`src/rtl/core/hdlcr_pkg.sv`:
```
// ----------------------------------------------------------------------------
// hdlcr_pkg
// Constants, result codes and the CRC byte fold for the HDLC NRZI receiver.
// ----------------------------------------------------------------------------
package hdlcr_pkg;

    localparam int MAX_FRAME_BYTES = 1024;
    localparam int CNT_W           = $clog2(MAX_FRAME_BYTES + 1);
    localparam int FRAME_W         = 11;
    localparam int MIN_W           = 11;
    localparam int PADDR_W         = 3;

    localparam logic [7:0]  FLAG_PATTERN  = 8'h7E;
    localparam logic [7:0]  ABORT_PATTERN = 8'h7F;
    localparam logic [7:0]  STUFF_MASK    = 8'h3F;
    localparam logic [7:0]  STUFF_PATTERN = 8'h3E;
    localparam logic [15:0] CRC_POLY      = 16'h8408;
    localparam logic [15:0] CRC_INIT      = 16'hFFFF;
    localparam logic [15:0] CRC_RESIDUE   = 16'hF0B8;
    localparam logic [MIN_W-1:0] MIN_FRAME_RESET = 11'd3;

    localparam logic REG_MIN_FRAME_BYTES = 1'b0;

    localparam logic KIND_DATA      = 1'b0;
    localparam logic KIND_FRAME_END = 1'b1;

    localparam logic [1:0] STATUS_CRC_GOOD  = 2'd0;
    localparam logic [1:0] STATUS_CRC_ERROR = 2'd1;
    localparam logic [1:0] STATUS_DISCARDED = 2'd2;
    localparam logic [1:0] STATUS_ABORTED   = 2'd3;

    typedef struct packed {
        logic                 kind;
        logic [7:0]           data_byte;
        logic [1:0]           frame_status;
        logic [FRAME_W-1:0]   frame_bytes;
    } t_result;

    // Reflected CRC-16 folded over one byte, LSB first.
    function automatic logic [15:0] crc_fold_byte(input logic [15:0] crc_in,
                                                  input logic [7:0] data);
        logic [15:0] crc;
        logic        fb;
        crc = crc_in;
        for (int i = 0; i < 8; i++) begin
            fb  = crc[0] ^ data[i];
            crc = {1'b0, crc[15:1]};
            if (fb) begin
                crc = crc ^ CRC_POLY;
            end
        end
        return crc;
    endfunction

endpackage

```
`src/rtl/core/hdlc_nrzi_frame_receiver_core.sv`:
```
// ----------------------------------------------------------------------------
// hdlc_nrzi_frame_receiver_core
// NRZI decode, flag/abort detection, bit destuffing, byte assembly and CRC-16
// check of HDLC frames, one raw line bit per input item.
// ----------------------------------------------------------------------------
// Channel   Direction  Handshake                    Payload
// input     in         i_in_valid / o_in_ready      i_line_bit
// result    out        o_out_valid / i_out_ready    o_kind, o_data_byte,
//                                                   o_frame_status, o_frame_bytes
// config    in         APB psel/penable/pwrite      paddr, pwdata, prdata
//
// One line bit is accepted per cycle; its state update is done in the same
// cycle and any result lands in the output register at that edge.
// The output register is the only stall point: a new bit is taken whenever it
// is empty or being drained in the same cycle.
// Reset is synchronous and active low; the receiver comes up searching for a
// flag with min_frame_bytes at 3.
// ----------------------------------------------------------------------------
module hdlc_nrzi_frame_receiver_core
    import hdlcr_pkg::*;
(
    input  logic                 i_clk,
    input  logic                 i_rst_n,

    input  logic                 i_in_valid,
    output logic                 o_in_ready,
    input  logic                 i_line_bit,

    output logic                 o_out_valid,
    input  logic                 i_out_ready,
    output logic                 o_kind,
    output logic [7:0]           o_data_byte,
    output logic [1:0]           o_frame_status,
    output logic [FRAME_W-1:0]   o_frame_bytes,

    input  logic                 psel,
    input  logic                 penable,
    input  logic                 pwrite,
    input  logic [PADDR_W-1:0]   paddr,
    input  logic [31:0]          pwdata,
    output logic [31:0]          prdata,
    output logic                 pready
);

    logic [MIN_W-1:0] r_min_frame;

    logic             r_prev_level, n_prev_level;
    logic [7:0]       r_window,     n_window;
    logic             r_in_sync,    n_in_sync;
    logic [2:0]       r_bit_pos,    n_bit_pos;
    logic [CNT_W-1:0] r_byte_count, n_byte_count;
    logic [7:0]       r_assembly,   n_assembly;
    logic [15:0]      r_crc,        n_crc;
    logic             r_overflow,   n_overflow;

    logic             r_out_valid;
    t_result          r_out;
    t_result          res;
    logic             res_valid;

    logic             in_accept;
    logic             d_bit;
    logic             cfg_write;

    assign pready    = 1'b1;
    assign prdata    = 32'(r_min_frame);
    assign cfg_write = psel && penable && pwrite && pready;

    always_ff @(posedge i_clk) begin
        if (!i_rst_n) begin
            r_min_frame <= MIN_FRAME_RESET;
        end else if (cfg_write && paddr[2] == REG_MIN_FRAME_BYTES) begin
            r_min_frame <= pwdata[MIN_W-1:0];
        end
    end

    assign o_in_ready = !r_out_valid || i_out_ready;
    assign in_accept  = i_in_valid && o_in_ready;
    assign d_bit      = (i_line_bit == r_prev_level);

    always_comb begin
        n_prev_level = i_line_bit;
        n_window     = {r_window[6:0], d_bit};
        n_in_sync    = r_in_sync;
        n_bit_pos    = r_bit_pos;
        n_byte_count = r_byte_count;
        n_assembly   = r_assembly;
        n_crc        = r_crc;
        n_overflow   = r_overflow;
        res_valid    = 1'b0;
        res          = '0;

        if (n_window == FLAG_PATTERN || n_window == ABORT_PATTERN) begin
            // A frame end is reported only for frames that carried something.
            if (r_in_sync && (r_byte_count != '0 || r_overflow)) begin
                res_valid       = 1'b1;
                res.kind        = KIND_FRAME_END;
                res.frame_bytes = FRAME_W'(r_byte_count);
                if (n_window == ABORT_PATTERN) begin
                    res.frame_status = STATUS_ABORTED;
                end else if (!r_overflow && r_bit_pos == 3'd7 &&
                             32'(r_byte_count) >= 32'(r_min_frame)) begin
                    res.frame_status = (r_crc == CRC_RESIDUE) ? STATUS_CRC_GOOD
                                                              : STATUS_CRC_ERROR;
                end else begin
                    res.frame_status = STATUS_DISCARDED;
                end
            end
            n_in_sync    = (n_window == FLAG_PATTERN);
            n_bit_pos    = '0;
            n_byte_count = '0;
            n_assembly   = '0;
            n_crc        = CRC_INIT;
            n_overflow   = 1'b0;
        end else if (r_in_sync && (n_window & STUFF_MASK) != STUFF_PATTERN) begin
            n_assembly            = r_assembly;
            n_assembly[r_bit_pos] = d_bit;
            n_bit_pos             = r_bit_pos + 3'd1;
            if (r_bit_pos == 3'd7) begin
                if (32'(r_byte_count) < MAX_FRAME_BYTES) begin
                    n_byte_count  = r_byte_count + CNT_W'(1);
                    n_crc         = crc_fold_byte(r_crc, n_assembly);
                    res_valid     = 1'b1;
                    res.kind      = KIND_DATA;
                    res.data_byte = n_assembly;
                end else begin
                    n_overflow = 1'b1;
                end
            end
        end
    end

    always_ff @(posedge i_clk) begin
        if (!i_rst_n) begin
            r_prev_level <= 1'b0;
            r_window     <= '0;
            r_in_sync    <= 1'b0;
            r_bit_pos    <= '0;
            r_byte_count <= '0;
            r_assembly   <= '0;
            r_crc        <= CRC_INIT;
            r_overflow   <= 1'b0;
        end else if (in_accept) begin
            r_prev_level <= n_prev_level;
            r_window     <= n_window;
            r_in_sync    <= n_in_sync;
            r_bit_pos    <= n_bit_pos;
            r_byte_count <= n_byte_count;
            r_assembly   <= n_assembly;
            r_crc        <= n_crc;
            r_overflow   <= n_overflow;
        end
    end

    always_ff @(posedge i_clk) begin
        if (!i_rst_n) begin
            r_out_valid <= 1'b0;
        end else if (in_accept && res_valid) begin
            r_out_valid <= 1'b1;
        end else if (i_out_ready) begin
            r_out_valid <= 1'b0;
        end
    end

    always_ff @(posedge i_clk) begin
        if (in_accept && res_valid) begin
            r_out <= res;
        end
    end

    assign o_out_valid    = r_out_valid;
    assign o_kind         = r_out.kind;
    assign o_data_byte    = r_out.data_byte;
    assign o_frame_status = r_out.frame_status;
    assign o_frame_bytes  = r_out.frame_bytes;

    a_count_bounded: assert property (@(posedge i_clk) disable iff (!i_rst_n)
        32'(r_byte_count) <= MAX_FRAME_BYTES)
        else $error("byte count passed the frame limit");

    a_flag_restarts: assert property (@(posedge i_clk) disable iff (!i_rst_n)
        (in_accept && n_window == FLAG_PATTERN) |=>
            (r_in_sync && r_bit_pos == 3'd0 && r_byte_count == '0 && !r_overflow))
        else $error("flag did not restart the frame");

    a_abort_searches: assert property (@(posedge i_clk) disable iff (!i_rst_n)
        (in_accept && n_window == ABORT_PATTERN) |=> !r_in_sync)
        else $error("abort left the receiver in sync");

    a_data_fields: assert property (@(posedge i_clk) disable iff (!i_rst_n)
        (r_out_valid && r_out.kind == KIND_DATA) |->
            (r_out.frame_status == STATUS_CRC_GOOD && r_out.frame_bytes == '0))
        else $error("data byte carries frame-end fields");

    a_end_fields: assert property (@(posedge i_clk) disable iff (!i_rst_n)
        (r_out_valid && r_out.kind == KIND_FRAME_END) |-> (r_out.data_byte == 8'd0))
        else $error("frame end carries a data byte");

    a_no_result_searching: assert property (@(posedge i_clk) disable iff (!i_rst_n)
        (in_accept && res_valid) |-> r_in_sync)
        else $error("result produced while searching");

endmodule

```
`config.mk`:
```
export PLATFORM = sky130hd
export DESIGN_NAME = hdlc_nrzi_frame_receiver_core
export DESIGN_NICKNAME = d
export VERILOG_FILES = /design/src/rtl/core/hdlcr_pkg.sv /design/src/rtl/core/hdlc_nrzi_frame_receiver_core.sv
export SDC_FILE = /design/constraint.sdc
export NUM_CORES = 1
export LEC_CHECK = 0
export BUFFER_PORTS_ARGS = -buffer_cell sky130_fd_sc_hd__buf_2
export CAP_MARGIN = 40
export CORE_UTILIZATION = 58
export CTS_CLUSTER_SIZE = 40
export DETAILED_ROUTE_END_ITERATION = 12
export PLACE_DENSITY = 0.95
export SLEW_MARGIN = 30
export SYNTH_ARGS = -nofsm -noshare
export SYNTH_HDL_FRONTEND = slang
export SYNTH_SLANG_ARGS = --single-unit
```
`constraint.sdc`:
```
create_clock -name i_clk -period 8.4 [get_ports i_clk]
set_input_delay 1.68 -clock i_clk [delete_from_list [all_inputs] [get_ports i_clk]]
set_output_delay 1.68 -clock i_clk [all_outputs]
set_load 0.02 [all_outputs]
```
* Word-level counts from Yosys, hierarchy flattened
Index checks and enable logic that the tools add are counted.
** Storage, ports and cells
- Bits of input ports :: 43
- Output and inout bits :: 57
- Word-level logic and storage cells :: 139
- Register bits :: 82
** Cells by class
- Eq/ne operators :: 7
- Multiplexer cells :: 66
- $add $sub $neg :: 2
- Bitwise operators :: 20
- Reduce and logical (&&, ||, !) cells :: 26
- Order comparisons :: 4
** Operators with widths (number)
- two-way mux 16 bit :: 40
- two-way mux 11 bit :: 4
- inverter 2 -> 3 bit :: 8
- == test 16 bit (second input constant) :: 1
- == test 8 x 7 -> 1 bit (second input constant) :: 2
- two-way mux 8 bit :: 2
- two-way mux 1 bit :: 14
- adder 11 x 1 -> 11 bit (second input constant) :: 1
- >= comparator 11 bit :: 1
- < comparator 11 bit (second input constant) :: 1
- nonzero test 11 bit :: 1
- logical AND 1 bit :: 10
- bitwise mux 8 bit :: 1
- AND reduction 4 bit :: 2
- nonzero test 2 bit :: 4
- XOR 1 bit :: 8
- two-way mux 3 bit :: 2
- inequality test 6 bit (second input constant) :: 1
- AND reduction 2 bit :: 3
- < comparator 3 x 4 -> 1 bit (second input constant) :: 1
- two-way mux 2 bit :: 2
- inverter 1 bit :: 4
- OR reduction 4 bit :: 1
- adder 3 x 1 -> 3 bit (second input constant) :: 1
- other kinds (7) :: 10

* Longest topological paths before layout
- Depth after elaboration :: 53
- Gate-level depth with buffers :: 9
- Gate-level depth less buffers :: 9

* Worst setup path before layout
No wires, ideal clock.
- Path kind :: input-to-reg
- From :: in i_line_bit
- To :: reg r_out (netlist bit o_data_byte[0]) (enable)
- Library setup time :: 408 ps
- Buffers on the path :: 1
- Arrival time :: 3839 ps
- Setup slack :: 4152 ps
- Stages on the path :: 5
- Required time :: 7992 ps
- Cells stage by stage :: xor2_1 -> o211ai_1 -> or3b_2 -> buf_2 -> a21oi_1
** On the way
- Cells in the longest elaborated chain, start to end :: 6
- Elaborated cells on any way between the ends :: 9
- Classes of those cells :: eq/ne (4); mux (2); reduce/logical (3)
** Ends and longest elaborated chain
- start: declaration :: RTL line hdlc_nrzi_frame_receiver_core.sv:27 : input logic i_line_bit,
- == test 1 bit * :: RTL line hdlc_nrzi_frame_receiver_core.sv:79 : assign d_bit = (i_line_bit == r_prev_level);
- inequality test 6 bit :: RTL line hdlc_nrzi_frame_receiver_core.sv:115 : end else if (r_in_sync && (n_window & STUFF_MASK) != STUFF_PATTERN) begin
- logical AND 1 bit :: RTL line hdlc_nrzi_frame_receiver_core.sv:115
- two-way mux 1 bit :: RTL line hdlc_nrzi_frame_receiver_core.sv:115
- two-way mux 1 bit * :: RTL line hdlc_nrzi_frame_receiver_core.sv:93 : if (n_window == FLAG_PATTERN || n_window == ABORT_PATTERN) begin
- logical AND 1 bit * :: RTL line hdlc_nrzi_frame_receiver_core.sv:166 : if (in_accept && res_valid) begin
- end signal: assignment :: RTL line hdlc_nrzi_frame_receiver_core.sv:167 : r_out <= res;
- end: declaration :: RTL line hdlc_nrzi_frame_receiver_core.sv:57 : t_result r_out;
Every way passes the cells marked *; elsewhere a longest branch is shown, timed or not.
A chain may end at the register's enable or synchronous reset.

* Worst setup path in the final report
- From :: in i_out_ready
- To :: out o_in_ready
** On the way
- Cells in the longest elaborated chain, start to end :: 1
** Ends and longest elaborated chain
- start: declaration :: RTL line hdlc_nrzi_frame_receiver_core.sv:30 : input logic i_out_ready,
- logical OR 1 bit :: RTL line hdlc_nrzi_frame_receiver_core.sv:77 : assign o_in_ready = !r_out_valid || i_out_ready;
- end: declaration :: RTL line hdlc_nrzi_frame_receiver_core.sv:26 : output logic o_in_ready,
Every way passes these cells.

==> flow_results.org <==
** Status
- Result of the run :: finished, final reports clean

** Logic synthesis
- Summing the areas of all and, or, nand and nor instances in the mapped netlist gives 21.5% of the synthesized area.
- Ranking of synthesized cells by area :: dfxtp_1, edfxtp_1, nand2_1
- After technology mapping, the gate count stands at 456.
- Of the post-synthesis cell area, the part taken by muxes is 2.32%.
- Xor-xnor portion of the synthesized cell area :: 8.38%
- Sequential cells were found to cover 43.6% of the synthesized design area.
- Flip-flop cell with the highest count after synthesis :: dfxtp_1
- Summing the areas of all compound-gate instances in the mapped netlist gives 11.8% of the synthesized area.
- The netlist uses 55 different library cells.
- Top post-synthesis cells by count :: nand2_1, dfxtp_1, nor2_1, buf_4, edfxtp_1
- In this run, synthesis inferred 22 flip-flops with an integrated enable.
- Area share of the leading cell type in the synthesized netlist :: 28.1%
- Each instance of the synthesized netlist takes up on average 9.36 um^2.
- Adder-cell share of the synthesized area :: 4.40%
- Asr flop ratio synth :: 0%
- Seq cells post-synth :: 82
- dfxtp_1 takes more of the synthesized area than any other cell.
- Combinational family with the most area after synthesis :: simple AND/OR/NAND/NOR gates
- Most repeated cell in the gate-level netlist after synthesis :: nand2_1
- Synthesis warning total :: 0
- After synthesis the cells add up to 4270 um^2.

** Clock tree
- Post-CTS repair timing setup buffer count :: 0
- TritonCTS built the clock tree.
- The number of hold buffers added after CTS was 0.
- Clock slew at reported path FFs :: 0.08 ns
- Clock insertion delay at the later pin of the skew report :: 0.36 ns
- Clk sink count :: 82
- The clock passes through at most 2 buffers.
- In this run the number of H-tree levels came out at 3.
- Num CTS Buffers :: 9
- CTS placed an instance of clkbuf_8 at the clock tree root.
- Post-CTS resize count :: 0

** GRT
- For this run the aggregate overflow at the end of global routing stands at 0.
- First-pass GRT wire length :: 14600 um
- Maximum number of pins on one net before global-route repair :: 50
- In the global route stage, overall resource usage came out at 24.6%.
- The number of antenna violations at the first check in global routing is 0.
- Via count of the first global-routing pass :: 3084

** Layout
- Number of nets in the final layout :: 557
- Measured on the finished design, the core utilization comes to 67.3%.
- Fill cell count :: 501
- Antenna cells :: 0
- The post-route netlist has 18.5% of its cells at a drive strength greater than 1.
- Post-synthesis to final-layout area growth :: 9.56%

** Floorplan
- Initial core utilization :: 61.5%
- The floorplan has 30 rows.
- In this run the horizontal extent of the chip is 87.8 um.
- Die height :: 87.8 um
- Boundary pin count :: 100
- After floorplanning, the core was sized to cover 6940 um^2.
- The die covers 7710 um^2.

** STA
- Dividing the final minimum period by the clock period gives 45.3%.
- Actual transition at the worst max-transition pin :: 0.773 ns
- The worst pin sits at a relative slew slack of 48.5%.
- Number of endpoints with negative hold slack in the final report :: 0
- Setup repair after global routing left no endpoint under its margin.
- Setup Viol. Count Final :: 0
- In the final timing run, aggregate negative setup slack is 0 ns.
- Clock tree skew after final layout :: 0.00871 ns
- The number of max-slew violations in the final report is 0.
- Final critical-path required period :: 3.80 ns
- Once routing completed, OpenROAD measured the worst setup slack at 4.60 ns.
- FMAX :: 0.263 GHz

** Min path
- Hold/Removal Path Class :: flip-flop to flip-flop
- Cells on Worst Hold Path :: 2

** Setup path
- Terminus of the critical flop-to-flop path :: r_byte_count[9]$_SDFFE_PN0P_
- Data on the critical path arrives at its endpoint at 2.12 ns.
- In this run the worst setup path begins at i_out_ready.
- The worst setup path is of the primary input to output port kind.
- Endpoint of the most critical setup path :: o_in_ready
- CP most frequent cell :: buf_2
- The worst setup path is captured at an output port.
- Critical R2R Launch :: r_bit_pos[0]$_SDFFE_PN0P_
- For this design, the slowest cell found on the critical path is buf_2.
- CP cell instances :: buf_2 > nand2b_1 > buf_2
- Register-to-register setup slack :: 5.55 ns
- For the worst flop-to-flop path, the logic depth is 9.
- Category of the worst setup path launch point :: primary input
- Crit path largest cell delay :: 0.18 ns
- In this run the worst path has a maximum fanout of 4.
- Worst Path Required :: 6.72 ns

** Detailed routing
- Router iterations before antenna repair :: 5
- Mean number of vias per cell :: 5.57
- The detailed router finished its first iteration with 300 violations.
- Remaining antenna violation count after routing :: 0
- After detailed routing, the average wire length per cell comes to 14.9 um.
- Vias after detailed routing :: 3343
- In the routed design, unresolved DRC markers number 0.
- Total detailed-routing wirelength :: 8920 um

** Flow run
- Max-cap viol count :: 0

** Power and ir drop
- For this design the ratio of total power to cell area is 158 nW/um^2.
- Leakage Power :: 0.00191 uW
- Maximum ir drop on the vdd rail :: 0.000129 V

** Placement
- Routability cong. :: 0.917
- Worst setup slack after placement :: 4.45 ns
- Summed over all nets, the half-perimeter wirelength after detailed placement is 6220 um.
- During placement, the flow inserted port buffers numbering 54.
[where the power goes]
| part | total [uW] | switching [uW] | internal [uW] |
|---|---|---|---|
| registers | 407 | 2.15 | 405 |
| logic | 41.9 | 29.4 | 12.4 |
| clock network | 289 | 150 | 139 |
| total | 738 | 182 | 557 |
[critical path: cells and delay by family]
family	cells	cell delay, ns
buffers and inverters	2	0.27
AND/OR/NAND/NOR	1	0.17
[logic make-up (layout without fill, tap and decap cells)]
logic type | count (synthesis) | count (layout)
xor gates and xnor gates | 34 | 34
and+or+nand+nor | 182 | 182
other | 2 | 22
muxes | 7 | 7
AOI/OAI and AO/OA | 77 | 77
buffers and inverters | 57 | 85
DFF | 82 | 82
adders and majority gates | 15 | 15
[how the worst min path moves through the flow]
stage	slack, ns	end	from
6_report	0.49	r_window[3]$_SDFFE_PN0P_	r_window[3]$_SDFFE_PN0P_
4_1_cts	0.49	r_assembly[0]$_SDFFE_PN0P_	r_assembly[0]$_SDFFE_PN0P_
2_1_floorplan	0.44	r_window[6]$_SDFFE_PN0P_	r_window[6]$_SDFFE_PN0P_
5_1_grt	0.50	r_window[3]$_SDFFE_PN0P_	r_window[3]$_SDFFE_PN0P_
3_5_place_dp	0.48	r_window[3]$_SDFFE_PN0P_	r_window[3]$_SDFFE_PN0P_
3_3_place_gp	0.45	r_window[6]$_SDFFE_PN0P_	r_window[6]$_SDFFE_PN0P_
[layout by cell type, fill, tap and decap left out, drive strengths merged, types with 3 or more instances in the layout]
cell type,synthesis,layout
mux2i,7,7
nand3,18,18
and3,10,10
o22ai,4,4
nand2,64,64
nor2b,4,4
dfxtp,60,60
o21ai,23,23
clkinv,0,4
and2,14,14
conb,2,22
nor3,10,10
edfxtp,22,22
nor3b,3,3
xnor2,19,19
a21o,6,6
clkbuf,13,9
nand2b,3,3
inv,14,15
a21oi,12,12
xor2,15,15
nor2,40,40
buf,30,55
a21boi,22,22
nand4,3,3
ha,15,15
[layout make-up]
| type | count | area, um^2 | share of cell area [%] |
|---|---|---|---|
| multi-input combinational | 337 | 2160 | 46.2 |
| sequential | 82 | 1860 | 39.8 |
| timing repair buffer | 55 | 278 | 5.94 |
| clock buffer | 9 | 124 | 2.65 |
| tap | 96 | 120 | 2.57 |
| clock inverter | 7 | 77.6 | 1.66 |
| inverter | 14 | 52.6 | 1.12 |
[routing by layer]
metal,vias to the layer above,routed length (um),GRT usage [%]
met3,21,615,6.41
met2,152,4320,38.3
met4,0,208,10.4
li1,1593,-,-
met1,1577,3770,32.6
met5,-,0,0
[flip-flops by register name, indices dropped and copies added (netlist names)]
register        count
r_overflow          1
r_prev_level        1
r_window            7
o_kind              1
r_crc              16
r_assembly          8
r_min_frame        11
r_byte_count       11
o_frame_bytes      11
o_data_byte         8
r_in_sync           1
r_bit_pos           3
o_out_valid         1
o_frame_status      2
[per-stage QoR]
step / cells / hold slack [ns] / power [uW] / area, um^2
after detailed placement: 584 / 0.475 / 457 / 4470
after floorplan: 476 / 0.444 / 454 / 4340
after CTS: 600 / 0.487 / 735 / 4680
final: 600 / 0.488 / 738 / 4680
after global placement: 584 / 0.453 / 455 / 4470
after global routing: 600 / 0.504 / 761 / 4680
(Power assumes the default switching activity.)
